### src/sv/i2cmra_pkg.sv
// i2cmra_pkg: shared types and constants for the i2c register access engine
// no dependencies
`timescale 1ns / 1ps
`default_nettype none
package i2cmra_pkg;
    // one tick word as classified by the front part
    typedef struct packed {
        logic       cmd_valid;
        logic       opcode;
        logic [7:0] device_address;
        logic [7:0] register_number;
        logic [7:0] write_value;
        logic [4:0] burst_length;
        logic       sda_sample;
    } t_tick;

    typedef struct packed {
        logic       scl_level;
        logic       sda_release;
        logic       busy_res;
        logic       done_res;
        logic       failed;
        logic       read_valid;
        logic [7:0] read_byte;
        logic       read_last;
    } t_res;

    localparam logic [4:0] PH_IDLE = 5'd0;
    localparam logic [4:0] PH_PS0  = 5'd1;
    localparam logic [4:0] PH_PS1  = 5'd2;
    localparam logic [4:0] PH_PS2  = 5'd3;
    localparam logic [4:0] PH_RS0  = 5'd4;
    localparam logic [4:0] PH_RS1  = 5'd5;
    localparam logic [4:0] PH_RS2  = 5'd6;
    localparam logic [4:0] PH_SP0  = 5'd7;
    localparam logic [4:0] PH_SP1  = 5'd8;
    localparam logic [4:0] PH_SP2  = 5'd9;
    localparam logic [4:0] PH_WB   = 5'd10;
    localparam logic [4:0] PH_RLO  = 5'd26;
    localparam logic [4:0] PH_RHI  = 5'd27;
    localparam logic [4:0] PH_MLO  = 5'd28;
    localparam logic [4:0] PH_MHI  = 5'd29;

    localparam logic [1:0] K_ADDR  = 2'd0;
    localparam logic [1:0] K_REG   = 2'd1;
    localparam logic [1:0] K_VAL   = 2'd2;
    localparam logic [1:0] K_RADDR = 2'd3;

    localparam logic       CFG_HALF  = 1'b0;
    localparam logic       CFG_RETRY = 1'b1;
endpackage
`default_nettype wire

### src/sv/i2c_master_register_access.sv
// i2c_master_register_access: top level, front queue feeding the bus sequencer
// depends on i2cmra_pkg, i2cmra_front, i2cmra_back
//
// channel   dir  fields (tdata low bit up)
// s_axis    in   sda_sample, cmd_valid, opcode, device_address, register_number,
//                write_value, burst_length
// m_axis    out  scl_level, sda_release, busy_res, done_res, failed, read_valid,
//                read_byte, read_last
// cfg       in   index 0 half_period_ticks, 1 address_retry_limit
//
// one word per cycle sustained unless the output stalls; each word passes through the queue, then the result register
// sequencer state advances once per accepted word, one step per cycle unless stalled
// synchronous active-low reset clears state and sets registers to 50 and 100
// output stall fills the two-entry queue, then drops s_axis_tready
`timescale 1ns / 1ps
`default_nettype none
module i2c_master_register_access #(
    parameter int MAX_BURST = 16
) (
    input  wire         i_clk,
    input  wire         i_rst_n,
    input  wire         i_cfg_we,
    input  wire         i_cfg_idx,
    input  wire [15:0]  i_cfg_data,
    input  wire         s_axis_tvalid,
    output logic        s_axis_tready,
    input  wire [31:0]  s_axis_tdata,   // sda_sample, cmd_valid, opcode, addr, reg, val, len
    output logic        m_axis_tvalid,
    input  wire         m_axis_tready,
    output logic [15:0] m_axis_tdata    // scl, sda, busy, done, failed, rv, byte, last, pad
);
    import i2cmra_pkg::*;

    t_tick w_tick;
    t_res  w_res;
    logic  w_qv, w_qr;

    i2cmra_front u_front (
        .i_clk(i_clk), .i_rst_n(i_rst_n),
        .i_valid(s_axis_tvalid), .o_ready(s_axis_tready), .i_data(s_axis_tdata),
        .o_valid(w_qv), .i_ready(w_qr), .o_tick(w_tick)
    );

    i2cmra_back #(.MAX_BURST(MAX_BURST)) u_back (
        .i_clk(i_clk), .i_rst_n(i_rst_n),
        .i_cfg_we(i_cfg_we), .i_cfg_idx(i_cfg_idx), .i_cfg_data(i_cfg_data),
        .i_valid(w_qv), .o_ready(w_qr), .i_tick(w_tick),
        .o_valid(m_axis_tvalid), .i_ready(m_axis_tready), .o_res(w_res)
    );

    assign m_axis_tdata = {1'b0, w_res.read_last, w_res.read_byte, w_res.read_valid,
                           w_res.failed, w_res.done_res, w_res.busy_res,
                           w_res.sda_release, w_res.scl_level};

    a_fail_done: assert property (@(posedge i_clk) disable iff (!i_rst_n)
        m_axis_tvalid && w_res.failed |-> w_res.done_res) else $error("fail without done");
    a_done_busy: assert property (@(posedge i_clk) disable iff (!i_rst_n)
        m_axis_tvalid && w_res.done_res |-> w_res.busy_res) else $error("done while idle");
    a_rd_byte: assert property (@(posedge i_clk) disable iff (!i_rst_n)
        m_axis_tvalid && !w_res.read_valid |-> w_res.read_byte == 8'd0 && !w_res.read_last)
        else $error("stray read data");
endmodule
`default_nettype wire

### src/sv/i2cmra_front.sv
// i2cmra_front: input stage and two-entry queue of tick words
// depends on i2cmra_pkg
`timescale 1ns / 1ps
`default_nettype none
module i2cmra_front (
    input  wire                 i_clk,
    input  wire                 i_rst_n,
    input  wire                 i_valid,
    output logic                o_ready,
    input  wire [31:0]          i_data,
    output logic                o_valid,
    input  wire                 i_ready,
    output i2cmra_pkg::t_tick   o_tick
);
    import i2cmra_pkg::*;

    t_tick      r_q [2];
    logic       r_wp, r_rp;
    logic [1:0] r_cnt;
    t_tick      w_in;
    logic       w_push, w_pop;

    assign w_in.sda_sample      = i_data[0];
    assign w_in.cmd_valid       = i_data[1];
    assign w_in.opcode          = i_data[2];
    assign w_in.device_address  = i_data[10:3];
    assign w_in.register_number = i_data[18:11];
    assign w_in.write_value     = i_data[26:19];
    assign w_in.burst_length    = i_data[31:27];

    assign o_ready = (r_cnt != 2'd2);
    assign o_valid = (r_cnt != 2'd0);
    assign o_tick  = r_q[r_rp];
    assign w_push  = i_valid && o_ready;
    assign w_pop   = o_valid && i_ready;

    always_ff @(posedge i_clk) begin
        if (w_push) begin
            r_q[r_wp] <= w_in;
        end
        if (!i_rst_n) begin
            r_wp  <= 1'b0;
            r_rp  <= 1'b0;
            r_cnt <= 2'd0;
        end else begin
            if (w_push) r_wp <= ~r_wp;
            if (w_pop)  r_rp <= ~r_rp;
            r_cnt <= r_cnt + {1'b0, w_push} - {1'b0, w_pop};
        end
    end
endmodule
`default_nettype wire

### src/sv/i2cmra_back.sv
// i2cmra_back: bus sequencer, one word/cycle unless stalled, registered result
// depends on i2cmra_pkg
`timescale 1ns / 1ps
`default_nettype none
module i2cmra_back #(
    parameter int MAX_BURST = 16
) (
    input  wire                 i_clk,
    input  wire                 i_rst_n,
    input  wire                 i_cfg_we,
    input  wire                 i_cfg_idx,
    input  wire [15:0]          i_cfg_data,
    input  wire                 i_valid,
    output logic                o_ready,
    input  i2cmra_pkg::t_tick   i_tick,
    output logic                o_valid,
    input  wire                 i_ready,
    output i2cmra_pkg::t_res    o_res
);
    import i2cmra_pkg::*;

    logic [15:0] r_half;
    logic [7:0]  r_lim;
    logic [4:0]  r_ph, n_ph;
    logic [3:0]  r_bit, n_bit;
    logic [7:0]  r_sh, n_sh;
    logic [15:0] r_tk, n_tk;
    logic [7:0]  r_rt, n_rt;
    logic [4:0]  r_left, n_left;
    logic [7:0]  r_addr, n_addr, r_reg, n_reg, r_val, n_val;
    logic        r_rd, n_rd;
    logic        r_ov;
    t_res        r_res, n_res;
    logic        w_go;

    assign o_ready = !r_ov || i_ready;
    assign w_go    = i_valid && o_ready;
    assign o_valid = r_ov;
    assign o_res   = r_res;

    always_comb begin
        logic [4:0]  ph;
        logic [4:0]  len;
        logic [4:0]  rel;
        logic [1:0]  kind, sub;
        logic [15:0] tk1;
        n_ph = r_ph; n_bit = r_bit; n_sh = r_sh; n_tk = r_tk; n_rt = r_rt;
        n_left = r_left; n_addr = r_addr; n_reg = r_reg; n_val = r_val;
        n_rd = r_rd;
        n_res = '0;
        n_res.scl_level = 1'b1;
        n_res.sda_release = 1'b1;
        tk1 = '0;
        ph = r_ph;
        len = ({27'd0, i_tick.burst_length} > 32'(MAX_BURST)) ? 5'(MAX_BURST)
                                                              : i_tick.burst_length;
        if (ph == PH_IDLE && i_tick.cmd_valid) begin
            n_rd = i_tick.opcode;
            n_addr = i_tick.device_address;
            n_reg = i_tick.register_number;
            n_val = i_tick.write_value;
            n_left = len;
            n_rt = '0; n_tk = '0; n_bit = '0;
            if (i_tick.opcode && len == 5'd0) begin
                n_res.busy_res = 1'b1;
                n_res.done_res = 1'b1;
            end else begin
                ph = PH_PS0;
            end
        end
        n_ph = ph;
        rel = ph - PH_WB;
        kind = rel[3:2];
        sub = rel[1:0];
        if (ph != PH_IDLE) begin
            n_res.busy_res = 1'b1;
            if (ph >= PH_WB && ph < PH_RLO) begin
                n_res.scl_level = sub[0];
                n_res.sda_release = sub[1] ? 1'b1 : n_sh[7];
            end else begin
                unique case (ph)
                    PH_PS0, PH_RS0, PH_RLO, PH_MLO: begin
                        n_res.scl_level = 1'b0; n_res.sda_release = 1'b1;
                    end
                    PH_PS2, PH_RS2, PH_SP1: begin
                        n_res.scl_level = 1'b1; n_res.sda_release = 1'b0;
                    end
                    PH_SP0: begin
                        n_res.scl_level = 1'b0; n_res.sda_release = 1'b0;
                    end
                    default: ;
                endcase
            end
            tk1 = n_tk + 16'd1;
            if (tk1 != r_half) begin
                n_tk = tk1;
            end else begin
                n_tk = '0;
                if (ph >= PH_WB && ph < PH_RLO) begin
                    if (sub == 2'd0 || sub == 2'd2) begin
                        n_ph = ph + 5'd1;
                    end else if (sub == 2'd1) begin
                        n_sh = {n_sh[6:0], 1'b0};
                        n_bit = n_bit + 4'd1;
                        n_ph = (n_bit >= 4'd8) ? ph + 5'd1 : ph - 5'd1;
                    end else if (kind == K_ADDR) begin
                        if (i_tick.sda_sample) n_ph = PH_PS0;
                        else begin
                            n_sh = n_reg; n_bit = '0; n_ph = PH_WB + 5'd4;
                        end
                    end else if (kind == K_REG) begin
                        if (i_tick.sda_sample) begin
                            n_res.done_res = 1'b1; n_res.failed = 1'b1;
                            n_ph = PH_IDLE;
                        end else if (n_rd) n_ph = PH_RS0;
                        else begin
                            n_sh = n_val; n_bit = '0; n_ph = PH_WB + 5'd8;
                        end
                    end else if (kind == K_VAL) begin
                        if (i_tick.sda_sample) begin
                            n_res.done_res = 1'b1; n_res.failed = 1'b1;
                            n_ph = PH_IDLE;
                        end else n_ph = PH_SP0;
                    end else begin
                        n_sh = '0; n_bit = '0; n_ph = PH_RLO;
                    end
                end else begin
                    unique case (ph)
                        PH_PS2: begin
                            n_rt = n_rt + 8'd1;
                            if (n_rt == r_lim) begin
                                n_res.done_res = 1'b1; n_res.failed = 1'b1;
                                n_ph = PH_IDLE;
                            end else begin
                                n_sh = n_addr; n_bit = '0; n_ph = PH_WB;
                            end
                        end
                        PH_RS2: begin
                            n_sh = n_addr + 8'd1; n_bit = '0;
                            n_ph = PH_WB + 5'd12;
                        end
                        PH_RHI: begin
                            n_sh = {n_sh[6:0], i_tick.sda_sample};
                            n_bit = n_bit + 4'd1;
                            if (n_bit >= 4'd8) begin
                                n_res.read_valid = 1'b1;
                                n_res.read_byte = n_sh;
                                n_res.read_last = (n_left <= 5'd1);
                                n_ph = PH_MLO;
                            end else n_ph = PH_RLO;
                        end
                        PH_MHI: n_ph = PH_SP0;
                        PH_SP2: begin
                            if (n_rd && n_left > 5'd1) begin
                                n_left = n_left - 5'd1;
                                n_reg = n_reg + 8'd1;
                                n_rt = '0;
                                n_ph = PH_PS0;
                            end else begin
                                if (n_rd) n_left = '0;
                                n_res.done_res = 1'b1;
                                n_ph = PH_IDLE;
                            end
                        end
                        PH_PS0, PH_PS1, PH_RS0, PH_RS1, PH_SP0, PH_SP1,
                        PH_RLO, PH_MLO: n_ph = ph + 5'd1;
                        default: n_ph = PH_IDLE;
                    endcase
                end
            end
        end
    end

    always_ff @(posedge i_clk) begin
        if (w_go) begin
            r_res <= n_res;
            r_bit <= n_bit; r_sh <= n_sh; r_tk <= n_tk; r_rt <= n_rt;
            r_left <= n_left; r_addr <= n_addr; r_reg <= n_reg; r_val <= n_val;
            r_rd <= n_rd;
        end
        if (!i_rst_n) begin
            r_half <= 16'd50;
            r_lim  <= 8'd100;
            r_ph   <= PH_IDLE;
            r_ov   <= 1'b0;
            r_bit <= '0; r_sh <= '0; r_tk <= '0; r_rt <= '0; r_left <= '0;
            r_addr <= '0; r_reg <= '0; r_val <= '0; r_rd <= 1'b0;
        end else begin
            if (i_cfg_we) begin
                case (i_cfg_idx)
                    CFG_HALF:  r_half <= i_cfg_data;
                    CFG_RETRY: r_lim  <= i_cfg_data[7:0];
                    default: ;
                endcase
            end
            if (w_go) r_ph <= n_ph;
            if (w_go) r_ov <= 1'b1;
            else if (i_ready) r_ov <= 1'b0;
        end
    end
endmodule
`default_nettype wire

### config.mk
export PLATFORM = sky130hd
export DESIGN_NAME = i2c_master_register_access
export DESIGN_NICKNAME = d
export VERILOG_FILES = /design/src/sv/i2cmra_pkg.sv /design/src/sv/i2c_master_register_access.sv /design/src/sv/i2cmra_front.sv /design/src/sv/i2cmra_back.sv
export SDC_FILE = /design/constraint.sdc
export NUM_CORES = 1
export LEC_CHECK = 0
export BUFFER_PORTS_ARGS = -buffer_cell sky130_fd_sc_hd__buf_2
export CORE_MARGIN = 2
export CORE_UTILIZATION = 45
export DETAILED_ROUTE_END_ITERATION = 16
export PLACE_DENSITY_LB_ADDON = 0.15
export SETUP_SLACK_MARGIN = 0.3
export SLEW_MARGIN = 30
export SYNTH_ARGS = -nofsm -noshare
export SYNTH_HDL_FRONTEND = slang
export SYNTH_HIERARCHICAL = 1
export SYNTH_SLANG_ARGS = --single-unit
### constraint.sdc
create_clock -name i_clk -period 8.75 [get_ports i_clk]
set_input_delay 1.3125 -clock i_clk [delete_from_list [all_inputs] [get_ports i_clk]]
set_output_delay 1.3125 -clock i_clk [all_outputs]
set_load 0.02 [all_outputs]
Word level (Yosys, flattened, before mapping). Memory sizes are Yosys's and may differ from the RTL's. A register that Yosys moved wholly into a read port is not among the register bits. Cells that the tools add are included.

Register bits after elaboration: 115. RAM bits: 64. Input port bits: 54. Output and inout bits: 18. Word-level logic and storage cells: 198. Memories kept: 1.

Add/subtract/negate cells: 11. $lt $le $gt $ge: 6. Eq/ne operators: 26. Multiplexer cells: 97. Bitwise operators: 7. Reductions and logical operators: 26.

Memories: u_front.r_q (words 2, bits a word 32, rd ports 1, clocked after Yosys merged registers in 1, write ports 1, RTL line i2cmra_front.sv:17) `t_tick r_q [2];`.

Operator list (number): two-way mux 8 bit (23); two-way mux 5 bit (21); two-way mux 4 bit (15); two-way mux 16 bit (3); two-way mux 10 bit (3); case mux 5 bit (6 select lines) (1); adder 8 x 1 -> 8 bit (second input constant) (3); two-way mux 12 bit (2); case mux 8 bit (3 select lines) (1); two-way mux 2 bit (11); == test 5 x 3 -> 1 bit (second input constant) (4); == test 5 bit (second input constant) (4); adder 16 x 1 -> 16 bit (second input constant) (1); inequality test 16 bit (1); case mux 8 bit (2 select lines) (1); case mux 4 bit (3 select lines) (1); two-way mux 1 bit (11); == test 5 x 2 -> 1 bit (second input constant) (2); == test 5 x 4 -> 1 bit (second input constant) (2); zero test 5 bit (2); inequality test 5 bit (second input constant) (2); AND reduction 10 bit (1); subtractor 5 x 1 -> 5 bit (second input constant) (2); == test 8 bit (1); 34 further kinds (55).

Longest topological paths before layout. Gate-level depths: netlist of the first run.

Depth after elaboration: 16. Depth in mapped cells: 21. Mapped depth without buffers: 14.

Hierarchy. The synthesis of the first run kept the hierarchy.

By module, submodules not included: i2cmra_back (times used 1, cells each 1105, area an instance 8155.3 sq um, seq. area each 2372.3 sq um); i2cmra_front (times used 1, cells each 124, area an instance 2701.3 sq um, seq. area each 2021.9 sq um); i2c_master_register_access (times used 1, cells each 2, area an instance 11.3 sq um, seq. area each 0.0 sq um).

Worst setup path after synthesis of the first run. OpenSTA, ideal clock, no wires.

Path kind: register to register. Start point: register with a tool-made name. End point: register u_back.r_sh[0]. Setup time: 0.072 ns. Arrival: 5.003 ns. Required time: 8.678 ns. Slack: 3.675 ns. Cell stages (with the launch flop): 19. Path buffers: 5. Clock period less this slack: 5.075 ns. Path through: dfxtp_1 buf_6 mux2_2 nor4b_4 nand2_1 clkbuf_1 clkbuf_1 clkbuf_1 clkbuf_1 and2_1 ha_1 nand3_1 or4_1 nor3_1 o311ai_1 nor4_4 nand3_2 nor4_4 mux2i_1.

RTL lines: end signal, assigned (RTL line i2cmra_back.sv:177) `r_bit <= n_bit; r_sh <= n_sh; r_tk <= n_tk; r_rt <= n_rt;`; end, declared (RTL line i2cmra_back.sv:26) `logic [7:0] r_sh, n_sh;`.

==> results of run 1 <==
## synth_stat cells, drive strengths merged, types with 5 or more instances
master	n
nand2	188
dfxtp	101
a21oi	82
edfxtp	79
o21ai	72
nor2	67
clkbuf	65
nand3	64
mux2	36
mux2i	34
inv	31
buf	26
nor3	24
and2	21
xnor2	21
a31oi	20
ha	20
nand2b	17
nand4	17
a211oi	16
nor2b	15
o211ai	14
and4	13
and3	12
nor4	12
or2	10
a21o	9
o31ai	9
a211o	8
a22oi	8
xor2	8
or4	7
a22o	6
a32oi	6
nand3b	6
or3	6
a311oi	5
nor3b	5
nor4b	5
o21a	5
o221ai	5
## path summary, 6_finish.rpt
check,from,end,slack [ps]
max,flip-flop,u_back/r_ph[2]$_SDFFE_PN0P_,3290
min,u_back/r_val[5]$_SDFFE_PN0P_,u_back/r_val[5]$_SDFFE_PN0P_,460
max reg2reg,flip-flop,u_back/r_ph[2]$_SDFFE_PN0P_,3290
min reg2reg,u_back/r_val[5]$_SDFFE_PN0P_,u_back/r_val[5]$_SDFFE_PN0P_,460
## metal layers
layer / vias up / global-route usage, % / routed length [um]
met5: - / 0 / 0
met1: 4494 / 36.0 / 14600
met4: 0 / 5.74 / 278
met2: 393 / 33.6 / 12800
li1: 4555 / - / -
met3: 20 / 4.01 / 2250
## power groups by stage
stage	logic (W)	registers [W]	clock network [W]
6_report	0.00116	0.00111	0.000791
5_1_grt	0.00127	0.00112	0.000838
4_1_cts	0.00115	0.00111	0.000805
3_5_place_dp	0.00114	0.00113	0
3_3_place_gp	0.00114	0.00113	0
2_1_floorplan	0.000864	0.00113	0
## worst reg2reg max path, stage by stage (launching register included)
cell	delay, ps
dfxtp_2	310
buf_4	480
mux2_2	300
nor4b_4	260
nand2_2	130
and2_1	170
ha_1	300
xnor2_1	220
a22oi_1	160
mux2i_1	100
a211oi_1	790
nor4b_2	730
nand2_1	670
or4_1	690
o31ai_1	70
## kinds of logic (layout without fill, tap and decap cells)
kind of cell,count (synthesis),after routing,share of synthesized area (%)
AO/OA/AOI/OAI,311,311,18.7
XOR/XNOR,29,29,2.34
adder cells (fa/ha/maj),20,20,2.30
buffers and inverters,123,148,5.00
flip-flops,180,180,40.4
multiplexers,70,70,7.90
other,1,1,0.0345
AND/OR/NAND/NOR,497,497,23.3
## stage by stage
stage,hold slack (ps),power (W),setup slack (ps)
after global routing,477,0.00323,2970
final,456,0.00306,3290
after floorplan,434,0.00199,3680
after CTS,456,0.00306,3360
after detailed placement,446,0.00227,3400
after global placement,440,0.00226,3380
## area by class of cell
cell class	count	share of cell area, %
clock buffers	17	3.57
clock inverters	15	1.52
inverters	32	1.01
multi-input cells	928	49.9
flip-flops and latches	180	36.9
well taps	319	3.35
repair buffers	84	3.82
==> impl_metrics.yaml, run 1 <==
power:
  powerDensity_mw_per_mm2: 257
  power_frac_comb_pct: 37.9
  internal-power_w: 0.00184
  p_seq_share_pct: 36.2
  peakVddDrop_mv: 0.150
  swShare_pct: 40.0
  switchingPower_w: 0.00122
  p_leak_nw: 4.35
  power_frac_clock_pct: 25.9
final_layout:
  layout_commonest_cell: "nand2_1"
  regMostFlops: "u_front/r_q"
  postLayoutCoreUtil_pct: 50.5
  num-fill-cells: 2268
  mostFrequentLayoutCells: "187 x nand2_1, 100 x dfxtp_1, 82 x a21oi_1"
  fin_cells: 1575
  nNetsFinal: 1317
  multi_input_area_mm2: 0.00594
  largest_registers: "u_front/r_q (64), u_back/r_half (16), u_back/r_tk (16)"
  area_growth_pct: 9.68
  n_antenna_cell: 0
  regArea_mm2: 0.00440
  drive_above_1_share_pct: 14.4
  final_area_mm2: 0.0119
  largest_reg_flops: 64
synthesis:
  synthFlopType: "dfxtp_1"
  yosys.area.top_type: "edfxtp_1"
  ys_seq_area_share_pct: 40.4
  synth_edf_count: 79
  yosysTopAreaCellShare_pct: 21.8
  syn_nets: 1305
  async_reset_ff_share_pct: 0
  synth_warnings: 6
  synth.distinct_cells: 87
  syn_area_mm2: 0.0109
  ys_top_cells_by_area: "edfxtp_1 22%, dfxtp_1 19%, nand2_1 6.5%"
  synth_seq_cells: 180
  synth_cells: 1231
  syn_area_per_cell_um2: 8.83
place:
  place_congestion: 0.948
  dp_hpwl_um: 20900
  placedInstanceArea_mm2: 0.0113
  port_buffers: 70
  place_inst: 1543
floorplanning:
  initial_core_util_pct: 46.0
  io_pins: 72
  row_count: 56
  coreArea_mm2: 0.0236
  die_h_um: 159
  die_x_um: 159
  die_area_mm2: 0.0254
sta:
  finalCriticalPeriod_ps: 5460
  finalClockSkew_ps: 14.1
  hold_violations: 0
  fin_crit_sh_pct: 62.4
  tns_ps: 0
  setup_viol_count_final: 0
  tightest_slew_ps: 926
  slew_headroom_pct: 37.9
  grt_setup_unrepaired: "no"
  maxSlewViolCount: 0
  max_freq_mhz: 183
clocking:
  cts_buffer_depth: 2
  cts.sinks: 180
  cts_hold_buf: 0
  cts_resized: 0
  h-tree-depth: 4
  clkTransAtPathRegs_ps: 80
  postCtsSetupBuffers: 0
  clk_latency_ps: 440
  cts_tree: "built"
  cts_buffers: 17
  ctsRootBufferMaster: "clkbuf_16"
routing:
  via_count: 9462
  routed_wl_um: 30000
  post-route-drc-count: 0
  ant_nets: 0
  drt-wirelength-per-cell_um: 19.1
  post_drt_via_cell_ratio: 6.01
  drt-initial-drc-count: 1137
  firstDrtPassIters: 6
critical_path:
  arrival_ps: 5820
  cp_top_family: "simple AND/OR/NAND/NOR gates"
  critPathMaxStageDelay_ps: 790
  end_kind: "flip-flop"
  cp_slowest_cell: "a211oi_1"
  setup.worst_path.class: "reg2reg"
  required_ps: 9110
  crit_chain: "buf_4 -> mux2_2 -> nor4b_4 -> nand2_2 -> and2_1 -> ha_1 -> xnor2_1 -> a22oi_1 -> mux2i_1 -> a211oi_1 -> nor4b_2 -> nand2_1 -> or4_1 -> o31ai_1"
  worst-path-stages: 14
  path_max_fanout: 32
  path_buf_inv: 1
  reg2reg_depth: 14
  start_kind: "flip-flop"
global_route:
  grt_pass1_vias: 8524
  antenna_found_initial: 0
  grt-ovfl-total: 0
  grt_pass1_wl_um: 47500
  grt.total_usage_pct: 23.3
  grt_max_degree: 58
min_path:
  min_delay_path_depth: 2
  hold_class: "reg2reg"
run_status:
  status: "finished clean"
flow_run:
  maxCapViolations: 0
Note: power is estimated with default switching activity, not from simulation.
==> inputs of run 2 (changes only) <==
clock period = 4.5 ns   (was 8.75 ns; I/O delays follow)
==> impl_metrics.yaml, run 2 (synthesis results as in run 1) <==
run_status:
  status: "finished clean"
critical_path:
  crit_chain: "buf_4 -> mux2_4 -> nor3_4 -> a311oi_1 -> or2_2 -> inv_1 -> buf_4 -> ha_2 -> nand2_1 -> a211oi_1 -> nor3_1 -> buf_4 -> o211ai_1 -> a222oi_1 -> or4_1 -> o31ai_1"
  cp_top_family: "simple AND/OR/NAND/NOR gates"
  path_common_cell: "buf_4"
  reg2reg_depth: 16
  required_ps: 4840
  critPathMaxStageDelay_ps: 420
  path_max_fanout: 13
  path_buf_inv: 4
  cp_slowest_cell: "or4_1"
  start_kind: "flip-flop"
  arrival_ps: 4300
  end_kind: "flip-flop"
  setup.worst_path.class: "reg2reg"
  worst-path-stages: 16
clocking:
  cts_tree: "built"
  cts.sinks: 180
  ctsRootBufferMaster: "clkbuf_16"
  clk_latency_ps: 440
  h-tree-depth: 4
  cts_hold_buf: 0
  cts_buffers: 17
  postCtsSetupBuffers: 0
  cts_resized: 1
  cts_buffer_depth: 2
  clkTransAtPathRegs_ps: 80
final_layout:
  layout_commonest_cell: "nand2_1"
  nNetsFinal: 1348
  postLayoutCoreUtil_pct: 51.9
  area_growth_pct: 12.7
  largest_reg_flops: 64
  largest_registers: "u_front/r_q (64), u_back/r_half (16), u_back/r_tk (16)"
  fin_cells: 1606
  n_antenna_cell: 0
  mostFrequentLayoutCells: "187 x nand2_1, 100 x dfxtp_1, 82 x a21oi_1"
  regMostFlops: "u_front/r_q"
  num-fill-cells: 2209
  drive_above_1_share_pct: 17.6
power:
  p_leak_nw: 4.54
  powerDensity_mw_per_mm2: 498
  peakVddDrop_mv: 0.330
  finalPower_w: 0.00610
floorplanning:
  row_count: 56
  die_x_um: 159
  coreArea_mm2: 0.0236
  initial_core_util_pct: 46.0
  io_pins: 72
  die_area_mm2: 0.0254
  die_h_um: 159
min_path:
  min_delay_path_depth: 1
  hold_class: "in2reg"
  hold_start: "s_axis_tdata[19]"
sta:
  max_freq_mhz: 253
  maxSlewViolCount: 0
  finalClockSkew_ps: 12.6
  finalCriticalPeriod_ps: 3960
  fin_crit_sh_pct: 88.0
  slew_headroom_pct: 36.9
  hold_violations: 0
  tns_ps: 0
  tightest_slew_ps: 943
  grt_setup_unrepaired: "no"
  setup_viol_count_final: 0
  fin_ws_ps: 541
global_route:
  grt_max_degree: 50
  grt-ovfl-total: 0
  grt_pass1_vias: 8959
  grt.total_usage_pct: 24.7
  antenna_found_initial: 0
  grt_pass1_wl_um: 50400
routing:
  firstDrtPassIters: 5
  post-route-drc-count: 0
  route.met3.wl_um: 2300
  route.met2.wl_um: 13700
  drt-initial-drc-count: 1035
  via_count: 9677
  post_drt_via_cell_ratio: 6.03
  drt-met1-wl_um: 14900
  top_layer_used: "met4"
  routed_wl_um: 31600
  ant_nets: 0
  drt-wirelength-per-cell_um: 19.7
place:
  dp_hpwl_um: 22800
  port_buffers: 70
  place_inst: 1574
  place_congestion: 0.947
  place_ws_ps: 321
flow_run:
  maxCapViolations: 0
==> run 2: layout make-up <==
class                           instances  area (um^2)  area share (%)
Multi-Input combinational cell        928         6040            49.3
Timing Repair Buffer                  115          692            5.65
Sequential cell                       180         4400            35.9
Clock buffer                           17          425            3.47
Inverter                               32          120           0.980
Clock inverter                         15          178            1.45
Tap cell                              319          399            3.26
==> run 2: per-layer routing <==
metal,vias up,global-route usage [%]
met1,4629,37.1
met5,-,0
met4,0,7.11
li1,4600,-
met2,397,36.5
met3,51,4.25
==> run 2: final timing paths <==
kind / to / slack, ps
worst min register to register: u_back/r_val[5]$_SDFFE_PN0P_ / 460
worst max register to register: u_back/r_ph[2]$_SDFFE_PN0P_ / 540
worst max-delay path: u_back/r_ph[2]$_SDFFE_PN0P_ / 540
worst min-delay path: u_front/r_q[0][6]$_DFFE_PP_ / 420
==> run 2: metrics by stage <==
| stage | hold slack, ps | cell area [um^2] |
|---|---|---|
| after floorplan | 434 | 11000 |
| after global placement | 441 | 11600 |
| after detailed placement | 447 | 11600 |
| after CTS | 407 | 12200 |
| after global routing | 399 | 12300 |
| final | 419 | 12300 |
==> run 2: where the power goes <==
group / internal, W / switching [W] / leakage, nW
clock: 0.000762 / 0.000776 / 0.297
combinational: 0.000897 / 0.00151 / 2.68
sequential: 0.00200 / 0.000157 / 1.56
==> run 2: worst register-to-register path, cell delays in order (launching register included) <==
cell and delay, ps:
dfxtp_2 340, buf_4 250, mux2_4 360, nor3_4 280, a311oi_1 160, or2_2 410, inv_1 110, buf_4 150
ha_2 270, nand2_1 100, a211oi_1 280, nor3_1 100, buf_4 170, o211ai_1 240, a222oi_1 150, or4_1 420
o31ai_1 80
